==> src/design/lkc_pkg.sv <==
// Package: shared types, constants and the threshold ladder for the keypad decoder
`timescale 1ns / 1ps
package lkc_pkg;

	localparam int SAMPLE_COUNT = 11;
	localparam int CNT_W        = 4;
	localparam int SMP_W        = 10;
	localparam int KEY_W        = 3;
	localparam int MS_W         = 32;
	localparam int DEB_W        = 16;

	localparam logic [DEB_W-1:0] DEBOUNCE_RST = 16'd150;
	localparam logic [SMP_W-1:0] MIN_RST      = '1;
	localparam logic [CNT_W-1:0] CNT_LAST     = CNT_W'(SAMPLE_COUNT);

	localparam logic [SMP_W-1:0] TH_RIGHT = 10'd18;
	localparam logic [SMP_W-1:0] TH_UP    = 10'd27;
	localparam logic [SMP_W-1:0] TH_DOWN  = 10'd36;
	localparam logic [SMP_W-1:0] TH_LEFT  = 10'd43;
	localparam logic [SMP_W-1:0] TH_OK    = 10'd52;
	localparam logic [SMP_W-1:0] TH_SET   = 10'd60;

	localparam logic [KEY_W-1:0] KEY_NONE  = 3'd0;
	localparam logic [KEY_W-1:0] KEY_RIGHT = 3'd1;
	localparam logic [KEY_W-1:0] KEY_UP    = 3'd2;
	localparam logic [KEY_W-1:0] KEY_DOWN  = 3'd3;
	localparam logic [KEY_W-1:0] KEY_LEFT  = 3'd4;
	localparam logic [KEY_W-1:0] KEY_OK    = 3'd5;
	localparam logic [KEY_W-1:0] KEY_SET   = 3'd6;

	typedef enum logic [1:0] {
		FN_TICK   = 2'd0,
		FN_EDGE   = 2'd1,
		FN_SAMPLE = 2'd2,
		FN_READ   = 2'd3
	} func_t;

	function automatic logic [KEY_W-1:0] ladder_code(input logic [SMP_W-1:0] m);
		logic [KEY_W-1:0] k;
		if (m < TH_RIGHT)      k = KEY_RIGHT;
		else if (m < TH_UP)    k = KEY_UP;
		else if (m < TH_DOWN)  k = KEY_DOWN;
		else if (m < TH_LEFT)  k = KEY_LEFT;
		else if (m < TH_OK)    k = KEY_OK;
		else if (m < TH_SET)   k = KEY_SET;
		else                   k = KEY_NONE;
		return k;
	endfunction

endpackage

==> src/design/lkc_if.sv <==
// Interfaces: input item channel and key result channel
`timescale 1ns / 1ps
interface lkc_in_if;
	import lkc_pkg::*;
	logic               valid;
	logic               ready;
	func_t              func;
	logic [SMP_W-1:0]   sample;
	modport source (output valid, output func, output sample, input ready);
	modport sink   (input valid, input func, input sample, output ready);
endinterface

interface lkc_out_if;
	import lkc_pkg::*;
	logic               valid;
	logic               ready;
	logic [KEY_W-1:0]   key;
	modport source (output valid, output key, input ready);
	modport sink   (input valid, input key, output ready);
endinterface

==> src/design/ladder_keypad_capture.sv <==
// Top level: resistor-ladder keypad decoder with debounce, min capture and key buffer
//
//  channel   dir  handshake       payload
//  in_ch     in   valid/ready     func[1:0], sample[9:0]
//  out_ch    out  valid/ready     key[2:0]
//  cfg       in   cfg_we          cfg_wdata[15:0] (debounce_ms)
//
// One item per cycle sustained: an item is registered in the input stage, then
// updates the state; a read loads the result register from the key buffer.
// Only a read waiting on a full, stalled result register holds the input stage.
// Reset clears the counters, key buffer, capture state and debounce to 150 at once.
`timescale 1ns / 1ps
module ladder_keypad_capture
	import lkc_pkg::*;
(
	input  logic              clk,
	input  logic              arst_n,
	lkc_in_if.sink            in_ch,
	lkc_out_if.source         out_ch,
	input  logic              cfg_we,
	input  logic [DEB_W-1:0]  cfg_wdata
);

	logic              v_s1;
	func_t             func_s1;
	logic [SMP_W-1:0]  sample_s1;

	logic [DEB_W-1:0]  debounce_q;
	logic [MS_W-1:0]   ms_q;
	logic [MS_W-1:0]   stamp_q;
	logic [KEY_W-1:0]  key_q;
	logic              capt_q;
	logic [CNT_W-1:0]  cnt_q;
	logic [SMP_W-1:0]  min_q;
	logic              out_valid_q;
	logic [KEY_W-1:0]  out_key_q;

	logic              out_free;
	logic              s1_go;
	logic [MS_W-1:0]   elapsed;
	logic              edge_ok;
	logic [SMP_W-1:0]  new_min;
	logic [CNT_W-1:0]  cnt_nxt;

	assign out_free    = !out_valid_q || out_ch.ready;
	assign s1_go       = v_s1 && ((func_s1 != FN_READ) || out_free);
	assign in_ch.ready = !v_s1 || s1_go;

	assign elapsed = ms_q - stamp_q;
	assign edge_ok = (key_q == KEY_NONE) && !capt_q && (elapsed >= MS_W'(debounce_q));
	assign new_min = (sample_s1 < min_q) ? sample_s1 : min_q;
	assign cnt_nxt = cnt_q + CNT_W'(1);

	assign out_ch.valid = out_valid_q;
	assign out_ch.key   = out_key_q;

	// input register
	always_ff @(posedge clk or negedge arst_n) begin
		if (!arst_n) begin
			v_s1 <= 1'b0;
		end else if (in_ch.ready) begin
			v_s1 <= in_ch.valid;
		end
	end

	always_ff @(posedge clk) begin
		if (in_ch.ready && in_ch.valid) begin
			func_s1   <= in_ch.func;
			sample_s1 <= in_ch.sample;
		end
	end

	always_ff @(posedge clk or negedge arst_n) begin
		if (!arst_n) begin
			debounce_q <= DEBOUNCE_RST;
		end else if (cfg_we) begin
			debounce_q <= cfg_wdata;
		end
	end

	// state update
	always_ff @(posedge clk or negedge arst_n) begin
		if (!arst_n) begin
			ms_q    <= '0;
			stamp_q <= '0;
			key_q   <= KEY_NONE;
			capt_q  <= 1'b0;
			cnt_q   <= '0;
			min_q   <= MIN_RST;
		end else if (s1_go) begin
			case (func_s1)
				FN_TICK: begin
					ms_q <= ms_q + MS_W'(1);
				end
				FN_EDGE: begin
					if (edge_ok) begin
						stamp_q <= ms_q;
						capt_q  <= 1'b1;
						cnt_q   <= '0;
						min_q   <= MIN_RST;
					end
				end
				FN_SAMPLE: begin
					if (capt_q) begin
						if (cnt_nxt >= CNT_LAST) begin
							key_q  <= ladder_code(new_min);
							capt_q <= 1'b0;
							cnt_q  <= '0;
							min_q  <= MIN_RST;
						end else begin
							cnt_q <= cnt_nxt;
							min_q <= new_min;
						end
					end
				end
				FN_READ: begin
					key_q <= KEY_NONE;
				end
				default: begin
					ms_q <= ms_q;
				end
			endcase
		end
	end

	// result register
	always_ff @(posedge clk or negedge arst_n) begin
		if (!arst_n) begin
			out_valid_q <= 1'b0;
		end else if (s1_go && (func_s1 == FN_READ)) begin
			out_valid_q <= 1'b1;
		end else if (out_ch.ready) begin
			out_valid_q <= 1'b0;
		end
	end

	always_ff @(posedge clk) begin
		if (s1_go && (func_s1 == FN_READ)) begin
			out_key_q <= key_q;
		end
	end

`ifndef SYNTH
	a_capt_empty: assert property (@(posedge clk) disable iff (!arst_n)
		capt_q |-> (key_q == KEY_NONE))
		else $error("capture running with a key buffered");

	a_cnt_range: assert property (@(posedge clk) disable iff (!arst_n)
		cnt_q < CNT_LAST)
		else $error("sample count beyond capture length");

	a_idle_clean: assert property (@(posedge clk) disable iff (!arst_n)
		!capt_q |-> ((cnt_q == '0) && (min_q == MIN_RST)))
		else $error("idle capture state not cleared");

	a_read_hold: assert property (@(posedge clk) disable iff (!arst_n)
		(v_s1 && (func_s1 == FN_READ) && out_valid_q && !out_ch.ready) |-> !in_ch.ready)
		else $error("input taken while a read is blocked");

	a_key_cleared: assert property (@(posedge clk) disable iff (!arst_n)
		(s1_go && (func_s1 == FN_READ)) |=> (key_q == KEY_NONE))
		else $error("key buffer not cleared by read");
`endif

endmodule

==> src/flat_wrapper.sv <==
// flat-port wrapper written by rule: the top's interface ports become plain ports
module ladder_keypad_capture_flat import lkc_pkg::*;
  (clk, arst_n, cfg_we, cfg_wdata, in_ch_valid, in_ch_func, in_ch_sample, in_ch_ready, out_ch_valid, out_ch_key, out_ch_ready);
  lkc_in_if in_ch_i ();
  lkc_out_if out_ch_i ();
  input  logic clk;
  input  logic arst_n;
  input  logic cfg_we;
  input  logic [DEB_W-1:0] cfg_wdata;
  input wire logic [$bits(in_ch_i.valid)-1:0] in_ch_valid;
  input wire logic [$bits(in_ch_i.func)-1:0] in_ch_func;
  input wire logic [$bits(in_ch_i.sample)-1:0] in_ch_sample;
  output wire logic [$bits(in_ch_i.ready)-1:0] in_ch_ready;
  output wire logic [$bits(out_ch_i.valid)-1:0] out_ch_valid;
  output wire logic [$bits(out_ch_i.key)-1:0] out_ch_key;
  input wire logic [$bits(out_ch_i.ready)-1:0] out_ch_ready;
  assign in_ch_i.valid = in_ch_valid;
  assign in_ch_i.func = in_ch_func;
  assign in_ch_i.sample = in_ch_sample;
  assign in_ch_ready = in_ch_i.ready;
  assign out_ch_valid = out_ch_i.valid;
  assign out_ch_key = out_ch_i.key;
  assign out_ch_i.ready = out_ch_ready;
  ladder_keypad_capture u_core (.clk(clk), .arst_n(arst_n), .in_ch(in_ch_i), .out_ch(out_ch_i), .cfg_we(cfg_we), .cfg_wdata(cfg_wdata));
endmodule
==> config.mk <==
export PLATFORM = sky130hd
export DESIGN_NAME = ladder_keypad_capture_flat
export DESIGN_NICKNAME = d
export VERILOG_FILES = /design/src/design/lkc_pkg.sv /design/src/design/lkc_if.sv /design/src/design/ladder_keypad_capture.sv /design/src/flat_wrapper.sv
export SDC_FILE = /design/constraint.sdc
export NUM_CORES = 1
export LEC_CHECK = 0
export ABC_AREA = 1
export BUFFER_PORTS_ARGS = -buffer_cell sky130_fd_sc_hd__clkbuf_2
export CAP_MARGIN = 30
export CORE_MARGIN = 4
export CORE_UTILIZATION = 25
export DETAILED_ROUTE_END_ITERATION = 8
export GPL_TIMING_DRIVEN = 0
export HOLD_SLACK_MARGIN = 0.02
export PLACE_DENSITY = 0.45
export SLEW_MARGIN = 20
export SYNTH_ARGS = -nofsm -noshare
export SYNTH_HDL_FRONTEND = slang
export SYNTH_SLANG_ARGS = --single-unit
==> constraint.sdc <==
create_clock -name clk -period 3 [get_ports clk]
set_input_delay 0.45 -clock clk [delete_from_list [all_inputs] [get_ports clk]]
set_output_delay 0.45 -clock clk [all_outputs]
set_load 0.05 [all_outputs]
# After elaboration in Yosys (flattened, before gate mapping)
# Index checks and enable logic that the tools add are counted.
dict set report totals {
  in_bits 33
  elab_cells 76
  regBits 115
  out_inout_bits 5
}
dict set report classes {
  add_sub_neg 3
  muxes 24
  n_eq_ne 7
  magnitude_cmp 9
  reduce_logical 21
}
# op n
set op_table {}
lappend op_table {{$lt 10x6->1 const B} 4}
lappend op_table {{$mux 10} 4}
lappend op_table {{$add 32x1->32 const B} 1}
lappend op_table {{$ge 32x16->1} 1}
lappend op_table {{$sub 32x32->32} 1}
lappend op_table {{$mux 3} 8}
lappend op_table {{$lt 10x5->1 const B} 2}
lappend op_table {{$pmux 10 s2} 1}
lappend op_table {{$mux 4} 3}
lappend op_table {{$lt 10x10->1} 1}
lappend op_table {{$pmux 4 s2} 1}
lappend op_table {{$reduce_and 4->1} 2}
lappend op_table {{$ne 2x1->1 const B} 3}
lappend op_table {{$pmux 3 s2} 1}
lappend op_table {{$reduce_and 3->1} 2}
lappend op_table {{$reduce_bool 2->1} 3}
lappend op_table {{$logic_and 1x1->1} 5}
lappend op_table {{$mux 1} 5}
lappend op_table {{$add 4x1->4 const B} 1}
lappend op_table {{$eq 2x2->1 const B} 2}
lappend op_table {{$ge 4x4->1 const B} 1}
lappend op_table {{$logic_not 1->1} 3}
lappend op_table {{$logic_not 3->1} 1}
lappend op_table {{$logic_or 1x1->1} 3}
lappend op_table {{other kinds (5)} 5}

# Longest topological paths before layout
# Gate-level depths: netlist of the first run.
dict set report depth {
  ltp_word 12
  ltp_mapped 28
  mapped_depth_nobuf 27
}

# Worst setup path before layout of the first run
# No wires, ideal clock.
dict set report synth_timing {
  path_type {reg2reg}
  from {register u_core.ms_q[0]}
  to {register u_core.cnt_q[3]}
  t_required_ns 2.883
  arrival_time_ns 2.953
  path_buffers 1
  slack_ns -0.070
  stages_incl_launch_ff 26
  synth_period_minus_slack_ns 3.070
  setup_ns 0.117
  path_cell_list {dfrtp_1 -> inv_1 -> ha_1 -> fa_1 -> inv_1 -> nand2_1 -> nand3_1 -> nand2_1 -> nand2_1 -> xor2_1 -> ha_1 -> nand2_1 -> nor2_1 -> a211oi_1 -> nand2_1 -> nor2_1 -> nand2_1 -> nor2_1 -> nand2_1 -> nor2_2 -> nand2_2 -> nand2_2 -> nand2_4 -> buf_2 -> nand3_1 -> nand2_1}
}
dict set report synth_via {
  elab_chain_len 5
}
# element line
set synth_rtl {}
lappend synth_rtl {{start, declared} ladder_keypad_capture.sv:29} ;# logic [MS_W-1:0] ms_q;
lappend synth_rtl {{start signal, assigned} ladder_keypad_capture.sv:93} ;# ms_q <= ms_q + MS_W'(1);
lappend synth_rtl {{start signal, assigned} ladder_keypad_capture.sv:120} ;# ms_q <= ms_q;
lappend synth_rtl {{$sub 32x32->32} ladder_keypad_capture.sv:49} ;# assign elapsed = ms_q - stamp_q;
lappend synth_rtl {{$ge 32x16->1} ladder_keypad_capture.sv:50} ;# assign edge_ok = (key_q == KEY_NONE) && !capt_q && (elapsed >= MS_W'(debounce_q));
lappend synth_rtl {{$logic_and 1x1->1} ladder_keypad_capture.sv:50}
lappend synth_rtl {{$ne 2x1->1 (no line)} -}
lappend synth_rtl {{$reduce_and 4->1 (no line)} -}
lappend synth_rtl {{end signal, assigned} ladder_keypad_capture.sv:111} ;# cnt_q <= cnt_nxt;
lappend synth_rtl {{end, declared} ladder_keypad_capture.sv:33} ;# logic [CNT_W-1:0] cnt_q;
# Every way passes these cells.
# A chain may end at the register's enable or synchronous reset.

# Worst setup path after layout of the first run
dict set report layout_timing {
  from {register u_core.ms_q[3]}
  to {register u_core.stamp_q[4]}
}
dict set report layout_via {
  elab_chain_len 4
}
# element line
set layout_rtl {}
lappend layout_rtl {{$sub 32x32->32} ladder_keypad_capture.sv:49}
lappend layout_rtl {{$ge 32x16->1} ladder_keypad_capture.sv:50}
lappend layout_rtl {{$logic_and 1x1->1} ladder_keypad_capture.sv:50}
lappend layout_rtl {{$reduce_and 3->1 (no line)} -}
lappend layout_rtl {{end signal, assigned} ladder_keypad_capture.sv:97} ;# stamp_q <= ms_q;
lappend layout_rtl {{end, declared} ladder_keypad_capture.sv:30} ;# logic [MS_W-1:0] stamp_q;
# Every way passes these cells.

==> impl_summary.md, run 1 <==
Floorplanning
The die boundary height is 193 µm. The core region is ~34,000 µm². From left edge to right edge, the die measures approximately 190 µm. The floorplan step defined a die boundary enclosing about 37,000 µm².

The number of top-level design ports is 38. The starting utilization of the core area is 0.254. After floorplanning, the core was divided into 67 placement rows.

Clock tree
The root buffer cell is clkbuf_16. The clock net in this run drives a total of approximately 120 sinks. The clock reaches the later pin of the worst-skew pair after approximately 420 ps.

Clock-pin slew was measured on the worst setup and hold paths at 60 ps. The TritonCTS clock tree is built. The longest clock path from root to sink contains 2 buffers.

The H-tree generated during clock tree synthesis spans 4 levels. The number of clock buffers added by TritonCTS is 17.

Route
In this run, the number of DRC markers left after iteration 0 of detailed routing was between 400 and 500. The wire length per cell is between 10 and 15 µm. After detailed routing, the number of remaining DRC violations is 0. The pre-antenna-repair detailed-routing pass consisted of 5 iterations. The via count is approximately 7,500. The number of vias per cell is 4.19. For this block, the routed nets add up to 22.5 mm of wire. The detail route stage leaves a number of antenna-violating nets equal to 0.

Worst setup path
Tracing the worst setup path back leads to its startpoint at u_core.ms_q[3]. The worst setup path is of the flip-flop to flip-flop kind. The most critical setup path has its endpoint at u_core.stamp_q[4].

STA classifies the critical path endpoint as a flip-flop. The setup check on the worst reg-to-reg path leaves a slack of -430 ps. The top fanout value on the critical path is 5. Broken down by cell family, the worst path's largest delay share belongs to simple AND/OR/NAND/NOR gates.

At the worst endpoint, the required time is approximately 3400 ps. In this run the critical register-to-register path is captured at u_core.stamp_q[4]. The number of buffer and inverter stages on the critical path is 2. The number of cells on the worst reg-to-reg path is 24. The path length in cells of the critical path is 24. The dominant cell type by count on the critical path is nand2_1.

For this design, the slowest cell found on the critical path is dfrtp_2. The arrival time reported for the critical path endpoint is approximately 3800 ps. The signal on the critical path passes through ha_4 > nand2_1 > nor2_2 > nand2_1 > nand3_2 > nand2_2 > nand2_2 > xor2_2 > ha_4 > a21oi_2 > nor2_2 > a211oi_2 > nand2_1 > nor2_1 > nand2_1 > nor2_1 > nand2_1 > nor2_2 > nand2_4 > nand3_4 > buf_12 > buf_16 > nand2_1 > o21ai_2.

STA classifies the critical path startpoint as a flip-flop. The startpoint of the worst register-to-register path is u_core.ms_q[3]. The peak per-stage delay on the critical path is 440 ps.

Worst hold path
The worst min-delay path class is input port to flip-flop.

Final layout
Once layout is complete, the cells apart from fillers number ~1,800. In the final layout, the share of cells above drive strength 1 is 0.216. The post-synthesis to final-layout area growth is 27.8%. The final antenna diode count is 0. The final layout contains approximately 1,400 nets. Counting the fill cells in the layout gives roughly 3,600.

STA
The final number of max-transition violations is 0. The worst setup margin is -431 ps. The time the final worst path needs with I/O delays and setup is between 3000 and 4000 ps.

Timing would allow up to just under 300 MHz. The setup skew after layout is ~10 ps. The final count of negative-setup-slack endpoints is 47. The final hold violation count is 0. The actual slew at the worst max-slew pin is slightly below 800 ps. Dividing the final minimum period by the clock period gives 1.14. Setup repair after global routing could not meet its margin everywhere. Measured against its own limit, the worst slew margin works out to 0.474.

Placed design
Timing analysis after detailed placement gives a worst setup slack of -659 ps. The number of placed instances with taps included is ~1,700. The number of buffers inserted by port buffering is 37. The placer's final routability congestion estimate is a little over 0.8.

The detailed-placement wirelength estimate is between 15 and 20 mm.

Logic synthesis
After technology mapping, the gate count stands at approximately 1,200. The synthesized flop and latch total is approximately 120. The synthesized cell area is around 8500 µm². The most area-hungry cell type in the Yosys netlist is dfrtp_1. The number of nets in the synthesized netlist is roughly 1,300. The number of different library cells used by synthesis comes to 37.

Of the total synthesized cell area, the portion taken by XOR and XNOR cells is 0.0452. The number of synthesis warnings is 0. The largest family of logic cells by synthesized area is simple AND/OR/NAND/NOR gates.

The synthesized-area fraction occupied by adder cells is 0.0947. The multiplexer area fraction after synthesis is 0.00132. Of the total synthesized cell area, the portion taken by AND, OR, NAND and NOR gates is 0.307. The synthesized area divided by synthesized cell count is 6.95 µm².

The sequential-to-total area share from yosys stat is 0.348. After synthesis, the cell types taking the most area are dfrtp_1 25%, nand2_1 18%, inv_1 11%, ha_1 9.2%, edfxtp_1 5.3%. The portion of synthesized cell area occupied by the leading cell type is 0.252. The fraction of the mapped netlist area in compound gates is 0.0762.

GRT
For this run, the total global-route usage over all layers was measured as 0.125. The number of antenna violations at the first check in global routing came to 0. After global routing the overflow that remains totals 0. The largest net degree at the start of global routing is 82.

The number of global-route vias before repair is 7,352. The first-pass GRT wire length is around 37 mm.

Power
Of the total power, the clock network draws 0.229. The worst ir drop on vdd is between 0.0004 and 0.0005 V. Of the total power, combinational logic draws 0.564.

The internal power is 6000 µW. The sequential share of power is 0.207. The power per cell area is roughly 960 nW/µm². For this design the total switching power over the nets is between 4000 and 5000 µW. The fraction of power spent switching nets is 0.428.

The leakage power of the design is ~0.0058 µW.

Run status
The checks that failed: negative setup slack. The run finished, with violations left.

Job
The number of max-cap violations is 0.
==> per-layer routing <==
metal,vias to the layer above,global-route usage,wire length (µm)
met5,-,0,0
met4,0,0.0263,164
met3,10,0.0228,644
met2,77,0.216,11000
met1,3436,0.164,10800
li1,3967,-,-
==> worst register-to-register path, cell delays in order (launching register included) <==
cell,delay (ps)
dfrtp_2,440
ha_4,300
nand2_1,110
nor2_2,150
nand2_1,70
nand3_2,100
nand2_2,60
nand2_2,80
xor2_2,230
ha_4,250
a21oi_2,140
nor2_2,50
a211oi_2,140
nand2_1,70
nor2_1,130
nand2_1,80
nor2_1,100
nand2_1,70
nor2_2,150
nand2_4,120
nand3_4,180
buf_12,140
buf_16,110
nand2_1,60
o21ai_2,50
==> what timing repair did <==
action                                  in CTS  in global routing
buffers inserted                            22                 16
pin swaps                                    7                 30
resized for setup                           54                 58
hold endpoints to repair                    16                  0
hold buffers                                 1                  0
endpoints found under the setup margin      49                 54
cloned                                       3                  1
==> cells in the mapped netlist <==
cell type / n
dfstp_2: 14
nand3_1: 63
nand4_1: 16
o21bai_1: 1
clkbuf_1: 4
ha_1: 63
inv_2: 5
and2_1: 1
dfrtp_1: 86
nand2_1: 411
o21ai_0: 34
and3_1: 2
buf_6: 7
nor2_1: 83
o21ai_2: 32
nor3_2: 2
inv_1: 255
fa_1: 1
nand2_4: 2
xnor2_1: 4
or2_2: 4
nand2_2: 10
a21oi_2: 1
nor2_2: 9
edfxtp_1: 15
buf_2: 2
nand3_2: 2
nand3b_1: 2
buf_4: 1
o21a_1: 1
nor3_1: 12
xor2_1: 40
o31a_1: 1
a211oi_1: 1
nor4_1: 8
mux2_2: 1
a21oi_1: 32
==> cells by family after synthesis <==
logic type,after synthesis
AO/OA/AOI/OAI,103
XOR/XNOR,44
adder cells (fa/ha/maj),64
buffers and inverters,274
flip-flops,115
multiplexers,1
AND/OR/NAND/NOR,627
==> stage by stage <==
step,utilization,setup TNS (ps),power (µW),hold WS [ps],instance area [µm²]
finish,0.324,-18510,10500,207,10900
global route,0.324,-29320,11500,192,10900
CTS,0.314,-19280,10000,190,10500
detailed placement,0.278,-29440,7080,336,9350
global placement,0.277,-41100,7010,448,9320
floorplan,-,0,5890,154,8570
==> sequential cells by signal, summed over array words and instances, names as in the netlist <==
| name | cells |
|---|---|
| u_core.cnt_q | 4 |
| u_core.ms_q | 32 |
| u_core.out_ch.valid | 1 |
| u_core.sample_s1 | 10 |
| u_core.stamp_q | 32 |
| u_core.out_ch.key | 3 |
| u_core.min_q | 10 |
| u_core.debounce_q | 16 |
| u_core.func_s1 | 2 |
| u_core.capt_q | 1 |
| u_core.v_s1 | 1 |
| u_core.key_q | 3 |
==> worst min-delay path by stage <==
stage / slack, ps / depth (start not counted) / end / start
after floorplan: 150 / 0 / u_core.capt_q / arst_n
after global routing: 190 / 1 / u_core.sample_s1[4] / in_ch_sample[4]
after detailed placement: 340 / 1 / u_core.debounce_q[0] / arst_n
after global placement: 450 / 2 / u_core.min_q[3] / u_core.min_q[3]
final: 210 / 1 / u_core.sample_s1[9] / in_ch_sample[9]
after CTS: 190 / 1 / u_core.sample_s1[9] / in_ch_sample[9]
==> power by group through the flow <==
stage	clock network, µW	registers, µW	logic (µW)
after global routing	2520	2210	6770
after detailed placement	0	2180	4900
final	2400	2170	5920
after floorplan	0	2130	3770
after global placement	0	2170	4830
after CTS	2450	2150	5450
==> area by class of cell <==
| type | instances | area [µm²] | area share |
|---|---|---|---|
| Clock inverter | 9 | 199 | 0.0182 |
| Sequential cell | 115 | 2980 | 0.273 |
| Buffer | 14 | 146 | 0.0134 |
| Multi-Input combinational cell | 840 | 4950 | 0.454 |
| Tap cell | 448 | 561 | 0.0514 |
| Timing Repair Buffer | 80 | 613 | 0.0562 |
| Inverter | 260 | 976 | 0.0895 |
| Clock buffer | 21 | 480 | 0.0440 |
==> placed cells by master, fill, tap and decap left out, types with 12 or more instances in the layout <==
cell       Yosys  final
xor2_1        40     36
clkbuf_2       0     36
nand3_1       63     57
ha_1          63     48
nand2_2       10     33
a21oi_1       32     28
nand2_1      411    379
nor2_1        83     73
dfstp_2       14     14
buf_4          1     36
nor2_2         9     18
clkbuf_16      0     18
o21ai_0       34     31
ha_4           0     14
edfxtp_1      15     15
o21ai_2       32     32
dfrtp_1       86     79
nand4_1       16     16
nor3_1        12     12
inv_1        255    250
Power figures use the tool's default switching activity.
==> run 2, diff against run 1 <==
--- a/config.mk
+++ b/config.mk
@@ -14,6 +14,7 @@
 export GPL_TIMING_DRIVEN = 0
 export HOLD_SLACK_MARGIN = 0.02
 export PLACE_DENSITY = 0.45
+export SKIP_LAST_GASP = 1
 export SLEW_MARGIN = 20
 export SYNTH_ARGS = -nofsm -noshare
 export SYNTH_HDL_FRONTEND = slang
==> run 2 against run 1 <==
  * Sequential share of layout area is essentially flat
  * The run still ends with negative setup slack left
  * Core utilization is essentially flat
  * Die area is the same
  * Largest cell class unchanged
  * Clock skew grew 1.3 ps
  * Setup slack lost 3.7 ps
  * Final cell count is the same
  * Final area shrank 0.15%
  * Non-clock buffer count is the same
  * Wire length is essentially flat
  * Combinational power is essentially flat
  * Sequential power is essentially flat
==> impl_summary.md, run 2 (synthesis gave the netlist of run 1 again) <==
Worst setup path
Traced cell by cell, the critical path runs through ha_4 > nand2_1 > nor2_2 > nand2_1 > nand3_2 > nand2_2 > nand2_2 > xor2_2 > ha_4 > a21oi_2 > nor2_2 > a211oi_2 > nand2_1 > nor2_1 > nand2_1 > nor2_1 > nand2_1 > nor2_2 > nand2_4 > nand3_4 > buf_12 > buf_16 > nand2_1 > o21ai_2. The cell family contributing the most delay on the critical path is simple AND/OR/NAND/NOR gates. For this design, the slowest cell found on the critical path is dfrtp_2. The critical path launch point is u_core.ms_q[3].

The peak per-stage delay on the critical path is around 430 ps. Along the worst path, the maximum fanout reaches 5. Data arrives at the worst endpoint at 3790 ps.

The startpoint of the worst register-to-register path is u_core.ms_q[3]. The critical path in this run is classified as flip-flop to flip-flop. The worst endpoint required time is around 3400 ps. The worst setup path is captured at a flip-flop. The dominant cell type by count on the critical path is nand2_1. The number of buffer and inverter stages on the critical path is 2.

The critical path launch point type is a flip-flop.

Floorplanning
The die boundary height is about 190 µm. The core region is roughly 34,000 µm². The number of standard-cell rows in the floorplan is 67. The die footprint is 37,200 µm².

The starting utilization of the core area is 0.254. The die is 193 µm wide. The number of top-level design ports is 38.

Power
Of the total power, combinational logic draws 0.564. The worst ir drop on vdd is 0.000431 V. The analysis attributes to cell leakage a power of 0.00577 µW. The sequential share of power is 0.207. The part of the total power dissipated in the clock network is 0.229. The internal power is about 6000 µW. In this run the power spent charging and discharging nets is 4480 µW. Dividing total power by cell area gives a power density of 962 nW/µm². Of the total power, the share spent switching nets is 0.427.

STA
The setup skew after layout is ~12 ps. Setup repair after global routing could not meet its margin everywhere. In the finished design, the share of the clock period the worst path needs comes to 1.14. The relative max-transition margin is 0.474. The time the final worst path needs with I/O delays and setup is 3430 ps. For this run, the top clock speed supported by timing is roughly 290 MHz. Final hold analysis gives a worst-case slack of about 210 ps. For the pin with the worst max-slew slack, the measured transition is 782 ps.

The final number of max-transition violations was 0. The worst setup margin is -435 ps. The final count of negative-setup-slack endpoints is between 40 and 50. The final hold violation count is 0.

GRT
The sum of overflow across all layers after global routing is 0. In the global route stage, overall resource usage came out at 0.125. The largest net degree at the start of global routing is between 80 and 90.

The number of antenna violations at the first check in global routing is 0. The number of global-route vias before repair is roughly 7,400. The first global-routing pass estimated around 37 mm of wire.

Clock tree
The H-tree depth is 4. Counting every sink on the clock net gives 115. TritonCTS built the clock tree. The maximum clock path buffer count is 2. The clock-pin slew of the registers on the worst-case setup and hold paths is ~60 ps.

The clock insertion delay at the later pin of the skew report is approximately 420 ps. The tree is rooted in a clkbuf_16. The number of buffers inserted during clock tree synthesis is 17.

Route
The detailed-route DRC error count is 0. The wire length per cell is approximately 13 µm. After detailed routing, the number of vias per cell comes to 4.21. The count of nets left with antenna violations after detail routing is 0. The via count is between 7,000 and 8,000. The number of iterations in the first detailed-routing pass is 5.

The final layout contains routed wiring with a total length of around 23 mm. The detailed router finished its first iteration with ~370 violations.

Placed design
Timing analysis after detailed placement gives a worst setup slack of -659 ps. The detailed-placement wirelength estimate is about 17 mm. The placer's final routability congestion estimate is approximately 0.83. In this run the tool buffered the top-level ports with 37 buffer cells. In this run the cell area measured after placement is around 9400 µm².

Final layout
The library cell used most frequently in the layout, excluding fill and tap cells, is nand2_1. The fraction of final layout cells sized beyond drive strength 1 is 0.214. After routing the design area is between 10,000 and 15,000 µm².

From synthesis to final layout, the design area changed by 27.6%. The final antenna diode count is 0. Leaving out fill and tap cells, the most frequent cells in the layout are 380 x nand2_1, 250 x inv_1, 79 x dfrtp_1, 73 x nor2_1, 59 x nand3_1.

In the final design database the tool counted ~1,400 nets. In the final layout, the registers with the most flip-flops are u_core.ms_q: 32 flops, u_core.stamp_q: 32 flops, u_core.debounce_q: 16 flops.

Worst hold path
The tightest min-delay check is of the input port to flip-flop type. The startpoint of the worst hold path is in_ch_sample[8].

Run status
The final reports fail on negative setup slack. The flow ran to the end, but the final reports show violations.

Job
The number of max-cap violations is 0.
run 2: layer usage:
metal | vias to the layer above | wire length, µm | track usage
met1 | 3464 | 10800 | 0.164
met5 | - | 0 | 0
li1 | 3975 | - | -
met2 | 71 | 11000 | 0.216
met4 | 0 | 144 | 0.0263
met3 | 13 | 598 | 0.0228
run 2: power by group through the flow:
stage	combinational [µW]	clock, µW	sequential [µW]
6_report	5900	2400	2170
3_5_place_dp	4900	0	2180
3_3_place_gp	4830	0	2170
5_1_grt	6770	2520	2210
4_1_cts	5450	2450	2150
2_1_floorplan	3770	0	2130
run 2: final cells by class:
cell class	instances	area, µm²
flip-flops and latches	115	2980
multi-input cells	840	4940
clock inverters	9	199
fillers	3643	22700
clock buffers	21	480
repair buffers	80	609
inverters	260	976
well taps	448	561
plain buffers	14	146
run 2: path summary, 6_finish.rpt:
| check | cells past startpoint | slack [ps] | to |
|---|---|---|---|
| worst max-delay path | 24 | -430 | u_core.stamp_q[4] |
| worst min-delay path | 1 | 210 | u_core.sample_s1[8] |
| worst max register to register | 24 | -430 | u_core.stamp_q[4] |
| worst min register to register | 2 | 460 | u_core.min_q[2] |
| max in group asynchronous | 3 | 1810 | u_core.min_q[3] |
| min in group asynchronous | 2 | 460 | u_core.debounce_q[0] |
run 2: timing repair:
action | in CTS | in global routing
hold buffers | 1 | 0
gates resized for setup | 54 | 54
setup buffers | 22 | 16
pin swaps | 7 | 30
endpoints found under the setup margin | 49 | 54
endpoints found under the hold margin | 16 | 0
gates cloned | 3 | 1
run 2: stage by stage:
| step | setup TNS (ps) | std cells | utilization | power [µW] |
|---|---|---|---|---|
| finish | -18760 | 1787 | 0.324 | 10500 |
| detailed placement | -29440 | 1714 | 0.278 | 7080 |
| global placement | -41100 | 1713 | 0.277 | 7010 |
| floorplan | 0 | 1228 | - | 5890 |
| CTS | -19280 | 1770 | 0.314 | 10000 |
| global route | -29370 | 1787 | 0.324 | 11500 |
